## config.mk

```make
export PLATFORM = sky130hd
export DESIGN_NAME = tdc_sub
export DESIGN_NICKNAME = d
export VERILOG_FILES = /design/src/tdc_pkg.sv /design/src/tdc_sub.sv
export SDC_FILE = /design/constraint.sdc
export NUM_CORES = 2
export LEC_CHECK = 0
export BUFFER_PORTS_ARGS = -buffer_cell sky130_fd_sc_hd__buf_2
export CAP_MARGIN = 20
export CORE_MARGIN = 2
export CORE_UTILIZATION = 62
export DETAILED_ROUTE_END_ITERATION = 10
export GPL_TIMING_DRIVEN = 1
export MAX_ROUTING_LAYER = met4
export PLACE_DENSITY = 0.79
export SYNTH_ARGS = -nofsm -noshare
export SYNTH_HDL_FRONTEND = slang
export SYNTH_SLANG_ARGS = --single-unit
```

## constraint.sdc

```tcl
create_clock -name clk -period 6.7 [get_ports clk]
set_input_delay 0.67 -clock clk [delete_from_list [all_inputs] [get_ports clk]]
set_output_delay 0.67 -clock clk [all_outputs]
set_load 0.1 [all_outputs]
```

## src/tdc_pkg.sv

```systemverilog
// ============================================================================
// Tolerant double compare package
// Shared constants, types and helpers for the comparator pipeline.
// ============================================================================
package tdc_pkg;

    // Number of pipeline register stages, from the input register to the result.
    localparam int NSTG = 10;
    localparam int LAST = NSTG - 1;

    localparam logic [62:0] INF_MAG = 63'h7FF0_0000_0000_0000;

    // Equality test selection.
    localparam logic [2:0] MODE_ABS     = 3'd0;
    localparam logic [2:0] MODE_REL     = 3'd1;
    localparam logic [2:0] MODE_ABS_REL = 3'd2;
    localparam logic [2:0] MODE_ULP     = 3'd3;
    localparam logic [2:0] MODE_ABS_ULP = 3'd4;

    // Register indexes on the configuration port.
    localparam logic [1:0] REG_MODE = 2'd0;
    localparam logic [1:0] REG_ABS  = 2'd1;
    localparam logic [1:0] REG_REL  = 2'd2;
    localparam logic [1:0] REG_ULP  = 2'd3;

    // Result codes.
    localparam logic signed [1:0] ORDER_EQ = 2'sb00;
    localparam logic signed [1:0] ORDER_GT = 2'sb01;
    localparam logic signed [1:0] ORDER_LT = 2'sb11;

    // Magnitude of a - b.
    typedef struct packed {
        logic        nan;
        logic [62:0] mag;
    } diff_t;

    // max(|a|,|b|) times the relative factor.
    typedef struct packed {
        logic        nan;
        logic        neg;
        logic [62:0] mag;
    } prod_t;

    function automatic logic is_nan63(input logic [62:0] m);
        return (m[62:52] == 11'h7FF) && (m[51:0] != 52'd0);
    endfunction

    function automatic logic is_inf63(input logic [62:0] m);
        return m == INF_MAG;
    endfunction

    function automatic logic [52:0] mant(input logic [62:0] m);
        return {m[62:52] != 11'd0, m[51:0]};
    endfunction

    function automatic logic [10:0] expo(input logic [62:0] m);
        return (m[62:52] == 11'd0) ? 11'd1 : m[62:52];
    endfunction

    // Leading zero count of a 106-bit word; 106 when the word is zero.
    function automatic logic [6:0] lzc106(input logic [105:0] v);
        logic [6:0] n;
        n = 7'd106;
        for (int i = 0; i < 106; i++) begin
            if (v[i]) begin
                n = 7'(105 - i);
            end
        end
        return n;
    endfunction

    // Double compare |d| <= y, false when either side is NaN.
    function automatic logic tol_le(input diff_t d, input logic [62:0] ymag,
                                    input logic yneg, input logic ynan);
        logic ok;
        if (d.nan || ynan) begin
            ok = 1'b0;
        end
        else if (yneg) begin
            ok = (d.mag == 63'd0) && (ymag == 63'd0);
        end
        else begin
            ok = d.mag <= ymag;
        end
        return ok;
    endfunction

endpackage

```

## src/tdc_sub.sv

```systemverilog
// ============================================================================
// Magnitude subtractor
// Computes |a - b| in double precision, rounded to nearest even, over
// stages 1 to 6, then carries it to stage 8.
// ============================================================================
module tdc_sub
    import tdc_pkg::*;
(
    input  logic            clk,
    input  logic [NSTG-1:0] en,
    input  logic [63:0]     a,
    input  logic [63:0]     b,
    output logic [62:0]     big_mag,
    output diff_t           diff
);

    // Stage 1: order the magnitudes.
    logic [62:0] x1_reg, y1_reg;
    logic        sub1_reg, nan1_reg, inf1_reg;
    logic        a_inf, b_inf, same_sign;

    assign a_inf     = is_inf63(a[62:0]);
    assign b_inf     = is_inf63(b[62:0]);
    assign same_sign = a[63] == b[63];

    always_ff @(posedge clk)
    begin
        if (en[1])
        begin
            x1_reg   <= (a[62:0] >= b[62:0]) ? a[62:0] : b[62:0];
            y1_reg   <= (a[62:0] >= b[62:0]) ? b[62:0] : a[62:0];
            sub1_reg <= same_sign;
            nan1_reg <= a_inf && b_inf && same_sign;
            inf1_reg <= (a_inf || b_inf) && !(a_inf && b_inf && same_sign);
        end
    end

    assign big_mag = x1_reg;

    // Stage 2: align the smaller operand, keeping guard, round and sticky.
    logic [55:0]  mx2_reg, ys2_reg;
    logic [10:0]  ex2_reg;
    logic         sub2_reg, nan2_reg, inf2_reg;
    logic [10:0]  d2;
    logic [5:0]   dcap2;
    logic [119:0] wide2;

    assign d2    = expo(x1_reg) - expo(y1_reg);
    assign dcap2 = (d2[10:6] != 5'd0) ? 6'd63 : d2[5:0];
    assign wide2 = {mant(y1_reg), 3'b000, 64'd0} >> dcap2;

    always_ff @(posedge clk)
    begin
        if (en[2])
        begin
            mx2_reg  <= {mant(x1_reg), 3'b000};
            ys2_reg  <= {wide2[119:65], wide2[64] | (wide2[63:0] != 64'd0)};
            ex2_reg  <= expo(x1_reg);
            sub2_reg <= sub1_reg;
            nan2_reg <= nan1_reg;
            inf2_reg <= inf1_reg;
        end
    end

    // Stage 3: add or subtract.
    logic [56:0] s3_reg;
    logic [10:0] ex3_reg;
    logic        nan3_reg, inf3_reg;

    always_ff @(posedge clk)
    begin
        if (en[3])
        begin
            s3_reg   <= sub2_reg ? ({1'b0, mx2_reg} - {1'b0, ys2_reg})
                                 : ({1'b0, mx2_reg} + {1'b0, ys2_reg});
            ex3_reg  <= ex2_reg;
            nan3_reg <= nan2_reg;
            inf3_reg <= inf2_reg;
        end
    end

    // Stage 4: fold the carry, find the normalizing shift.
    logic [55:0] t4;
    logic [11:0] e4, lim4;
    logic [6:0]  lz4;
    logic [55:0] t4_reg;
    logic [11:0] e4_reg;
    logic [6:0]  sh4_reg;
    logic        zero4_reg, nan4_reg, inf4_reg;

    assign t4   = s3_reg[56] ? {s3_reg[56:2], s3_reg[1] | s3_reg[0]} : s3_reg[55:0];
    assign e4   = {1'b0, ex3_reg} + {11'd0, s3_reg[56]};
    assign lim4 = e4 - 12'd1;
    assign lz4  = lzc106({t4, 50'd0});

    always_ff @(posedge clk)
    begin
        if (en[4])
        begin
            t4_reg    <= t4;
            e4_reg    <= e4;
            sh4_reg   <= (lim4 < {5'd0, lz4}) ? lim4[6:0] : lz4;
            zero4_reg <= t4 == 56'd0;
            nan4_reg  <= nan3_reg;
            inf4_reg  <= inf3_reg;
        end
    end

    // Stage 5: normalize.
    logic [55:0] t5_reg;
    logic [11:0] e5_reg;
    logic        zero5_reg, nan5_reg, inf5_reg;

    always_ff @(posedge clk)
    begin
        if (en[5])
        begin
            t5_reg    <= t4_reg << sh4_reg;
            e5_reg    <= e4_reg - {5'd0, sh4_reg};
            zero5_reg <= zero4_reg;
            nan5_reg  <= nan4_reg;
            inf5_reg  <= inf4_reg;
        end
    end

    // Stage 6: pack and round; a rounding carry walks into the exponent.
    logic        rnd6;
    logic [11:0] em1_6;
    logic [62:0] packed6;
    diff_t       d6_reg, d7_reg, d8_reg;

    assign rnd6    = t5_reg[2] & (t5_reg[1] | t5_reg[0] | t5_reg[3]);
    assign em1_6   = e5_reg - 12'd1;
    assign packed6 = {em1_6[10:0], 52'd0} + {10'd0, t5_reg[55:3]} + {62'd0, rnd6};

    always_ff @(posedge clk)
    begin
        if (en[6])
        begin
            d6_reg.nan <= nan5_reg;
            if (inf5_reg || e5_reg >= 12'd2047)
            begin
                d6_reg.mag <= INF_MAG;
            end
            else if (zero5_reg)
            begin
                d6_reg.mag <= 63'd0;
            end
            else
            begin
                d6_reg.mag <= packed6;
            end
        end
        if (en[7])
        begin
            d7_reg <= d6_reg;
        end
        if (en[8])
        begin
            d8_reg <= d7_reg;
        end
    end

    assign diff = d8_reg;

endmodule

```

Word-level counts from Yosys, hierarchy flattened:

Index checks and enable logic that the tools add are counted.

* $add $sub $neg: 9
* $lt $le $gt $ge: 3
* equality and inequality tests: 3
* shifts and indexed selects: 2
* mux-type cells: 65
* bitwise logic cells: 5
* reduce and logical (&&, ||, !) cells: 14

Operator list (count)
* $mux W7: 57
* $mux W63: 3
* $eq A63 B63 Y1 const B: 2
* $shr A120 B6 Y120: 1
* $reduce_bool A64 Y1: 1
* $add A63 B1 Y63: 1
* $add A63 B53 Y63: 1
* $ge A63 B63 Y1: 1
* $add A56 B56 Y57: 1
* $mux W57: 1
* $sub A56 B56 Y57: 1
* $logic_not A56 Y1: 1
* $mux W56: 1
* $shl A56 B7 Y56: 1
* $logic_not A11 Y1: 2
* $mux W11: 2
* $reduce_bool A11 Y1: 2
* $add A11 B1 Y12: 1
* $ge A12 B11 Y1 const B: 1
* $lt A12 B7 Y1: 1
* $sub A12 B1 Y12 const B: 1
* $sub A12 B7 Y12: 1
* $sub A11 B1 Y11 const B: 1
* $sub A11 B11 Y11: 1
* other kinds (9): 15

* flip-flop bits (word level): 663
* bits of input ports: 139
* output and inout bits: 127
* logic and storage cells: 134

Logic depth before layout (Yosys ltp):

* word-level depth: 60
* gate-level depth with buffers: 23
* mapped depth without buffers: 20

Worst setup path before layout:

OpenSTA, ideal clock, no wires.

* path kind: reg-to-reg
* start point: register x1_reg[57] (netlist: big_mag[57])
* end point: register ys2_reg[0], data pin
* library setup time: 0.269 ns
* arrival time: 5.232 ns
* required time: 6.431 ns
* setup slack: 1.199 ns
* cell stages (with the launch flop): 21
* buffers on the path: 2
* period minus slack after synthesis: 5.501 ns
* cells stage by stage: edfxtp_1 nor4_1 a31oi_1 ha_1 fa_1 and2b_1 o2111ai_1 and4b_1 nor3_2 or4b_1 buf_2 nor2_2 buf_1 o221a_2 mux2i_1 o22ai_1 nor3_1 nand4_1 or4_1 o21ai_1 nand4_1

* word-level cells in the longest chain between the ends: 8

Ends and longest elaborated chain
* start: declaration: RTL line tdc_sub.sv:18 `logic [62:0] x1_reg, y1_reg;`
* start signal: assignment: RTL line tdc_sub.sv:30 `x1_reg <= (a[62:0] >= b[62:0]) ? a[62:0] : b[62:0];`
* $logic_not A11 Y1: RTL line tdc_pkg.sv:57 `return (m[62:52] == 11'd0) ? 11'd1 : m[62:52];`
* $mux W11 (*)
* $sub A11 B11 Y11 (*): RTL line tdc_sub.sv:48 `assign d2 = expo(x1_reg) - expo(y1_reg);`
* $reduce_bool A5 Y1: RTL line tdc_sub.sv:49 `assign dcap2 = (d2[10:6] != 5'd0) ? 6'd63 : d2[5:0];`
* $mux W6 (*): RTL line tdc_sub.sv:49
* $shr A120 B6 Y120 (*): RTL line tdc_sub.sv:50 `assign wide2 = {mant(y1_reg), 3'b000, 64'd0} >> dcap2;`
* $reduce_bool A64 Y1: RTL line tdc_sub.sv:57 `ys2_reg <= {wide2[119:65], wide2[64] | (wide2[63:0] != 64'd0)};`
* $or A1 B1 Y1 (*): RTL line tdc_sub.sv:57
* end signal: assignment: RTL line tdc_sub.sv:57
* end: declaration: RTL line tdc_sub.sv:41 `logic [55:0] mx2_reg, ys2_reg;`

Every way passes the cells marked *; elsewhere a longest branch is shown, timed or not.
A chain may end at the register's enable or synchronous reset.

Worst setup path after layout:

* start point: register y1_reg[53]
* end point: register ys2_reg[0], data pin

* word-level cells in the longest chain between the ends: 8
* elaborated cells on any way between the ends: 9
* those cells by class: add/sub (1); shift (1); mux (2); bitwise (1); reduce/logical (4)

Ends and longest elaborated chain
* start: declaration: RTL line tdc_sub.sv:18
* start signal: assignment: RTL line tdc_sub.sv:31 `y1_reg <= (a[62:0] >= b[62:0]) ? b[62:0] : a[62:0];`
* $logic_not A11 Y1: RTL line tdc_pkg.sv:57
* $mux W11: RTL line tdc_pkg.sv:57
* $sub A11 B11 Y11: RTL line tdc_sub.sv:48
* $reduce_bool A5 Y1: RTL line tdc_sub.sv:49
* $mux W6: RTL line tdc_sub.sv:49
* $shr A120 B6 Y120 (*): RTL line tdc_sub.sv:50
* $reduce_bool A64 Y1: RTL line tdc_sub.sv:57
* $or A1 B1 Y1 (*): RTL line tdc_sub.sv:57

Marks and branches as above.

==> qor.txt <==
Max frequency: 159 MHz
Worst EP arrival: 6.66 ns
Accumulated negative setup slack: 0 ns
Row count: 94
Crit. End Element: flip-flop
Combinational cell fraction of total power: 27.6%
Share of cells above drive strength 1: 17.3%
Commonest cells after routing, fill and taps aside: edfxtp_1, nor2_1, nand2_1
Critical path launch point type: flip-flop
Vias in the first global route: 30843
Slew headroom: 27.8%
Top_reg_cell synth: edfxtp_1
Worst path max stage delay: 0.72 ns
Net Switching: 4.36 mW
Critical-path cell list: nor4_1, nand3_1, nand2b_1, ha_1, fa_2, and2b_1, o2111ai_1, and4b_1, nor3_2, or4b_1, nor2_2, buf_4, nand2_1, nor2_1, a22oi_1, o221ai_1, nand4_1, or4_1, o21ai_1, nand4_1
Skew final: 0.0261 ns
Register area share after synthesis: 48.6%
WL final: 118 mm
Outcome: finished clean
#FFs+latches synth: 663
Max Root-Sink Buffers: 3
GP Congestion: 1.04
DR WL/cell: 23.4 um
Final Max Tran Viols: 0
Clock transition at the registers of the reported paths: 0.06 ns
Class of the worst hold path: in2reg
Remaining DRCs: 0
All-layer global routing usage: 35.3%
Post-route ant nets: 0
Core ar.: 65600 um2
Leading area contributor after synthesis: edfxtp_1
Post-layout minimum cycle time: 6.31 ns
Antenna diodes: 0
Chip width: 261 um
Slew at the pin closest to its max-slew limit: 1.08 ns
Clock Latency Late Sink: 0.64 ns
Vias per inst: 6.37
Required time of the critical path: 7.05 ns
Top cell type's share of synthesized area: 48.6%
Cells after DPL: 4903
Power Total: 12.8 mW
Clock power share: 30.7%
Full die area: 68200 um2
First-pass GRT wire length: 178 mm
Net Sw Frac: 34.1%
Pwr dens: 281 nW/um2
Synth Instances: 3904
Synth Warn #: 0
Slowest CP cell: or4b_1
Initial core utilization: 62.5%
I/O Buffers: 263
Cell Area, Synth: 41000 um2
CP delay by family, top: simple AND/OR/NAND/NOR gates
1st-pass router iterations: 8
Die Ht: 261 um
Setup repair bufs after CTS: 0
Leakage: 17.7 nW
Critical path fanouts, max: 12
WS Path Type: reg2reg
Post-synth EDFFs: 663
Initial antenna violation count: 0
CTS tree: yes
Most frequent CP cell: nand4_1
Final Hold Viols: 0
Final period utilization: 94.1%
Seq pwr share: 41.7%
Async SR Flop Fraction: 0%
Final Non-Filler Cells: 5032
DP Area: 43200 um2
Largest cells by area after synthesis: edfxtp_1, ha_1, mux2_2
Max cap viols: 0
RSZ-0062 raised after global routing: false
DP Wirelength: 90.3 mm
CTS buffer count: 70
I/O pin count: 266
Syn Area/Cell: 10.5 um2
Syn-to-layout area delta: 11.1%
Clk sinks: 663
Int Pwr: 8.42 mW
Most common cell after layout, fill and taps aside: edfxtp_1
Yosys cell types: 93
DRT iter0 DRCs: 3191
Vias: 32037
Hold_buf cts: 0
Grt ovf: 0
Largest net degree at the start of global routing: 76
Peak VDD IR: 0.295 mV
CTS H-tree depth: 3
Root Driver: clkbuf_16
Fin area: 45500 um2
Final net count: 4453
Final setup fails: 0
Synth Net Count: 4246
Number of buffers and inverters on the critical path: 1
Resize count post-CTS: 0
path summary, 6_finish.rpt:
path	from	slack, ns	cells after the start	endpoint
setup / recovery	y1_reg[53]	0.39	20	ys2_reg[0]
hold / removal	en[4]	0.28	1	t4_reg[49]
setup reg to reg	y1_reg[53]	0.39	20	ys2_reg[0]
hold reg to reg	d6_reg[7]	0.41	0	d7_reg[7]
cell type report:
cell class / instances / area [um2]
clock inverters: 48 / 505
flip-flops and latches: 663 / 19900
multi-input cells: 2794 / 19400
well taps: 864 / 1080
inverters: 242 / 908
fillers: 4934 / 20100
clock buffers: 81 / 1810
repair buffers: 340 / 1900
cell usage after synthesis, drive strengths merged (58+ instances only):
master / count
edfxtp: 663
ha: 200
nand4: 62
nor3: 97
inv: 238
a21oi: 228
o21ai: 205
mux2: 191
clkbuf: 147
buf: 58
xnor2: 74
mux2i: 135
xor2: 65
nor2: 440
nand2: 296
nand3: 86
cell families after synthesis:
family	Yosys count	synth area share (%)
simple gates	1251	14.3
xor+xnor	139	2.97
flops	663	48.6
compound gates	841	13.3
fa+ha+maj	203	6.25
mux	360	10.4
buf+inv	447	4.19
routing by layer:
layer	track usage (%)	vias up	wire length, um
li1	-	14930	-
met1	38.7	15420	43100
met2	62.0	1364	60400
met3	4.07	323	6560
met4	20.3	0	7530
met5	-	-	0
power by group through the flow:
stage	sequential [mW]	clock (mW)	combinational, mW
4_1_cts	5.32	3.96	3.47
3_5_place_dp	5.40	0	3.44
3_3_place_gp	5.38	0	3.41
6_report	5.33	3.92	3.53
5_1_grt	5.37	4.11	3.79
2_1_floorplan	5.74	0	2.06
through the flow:
stage	util [%]	hold WS [ns]	setup WS, ns
after global routing	69.4	0.279	0.106
after global placement	65.9	0.400	0.642
after detailed placement	65.9	0.405	0.595
after floorplan	-	0.400	1.20
final	69.4	0.279	0.393
after CTS	69.4	0.259	0.579
(Power assumes the default switching activity.)
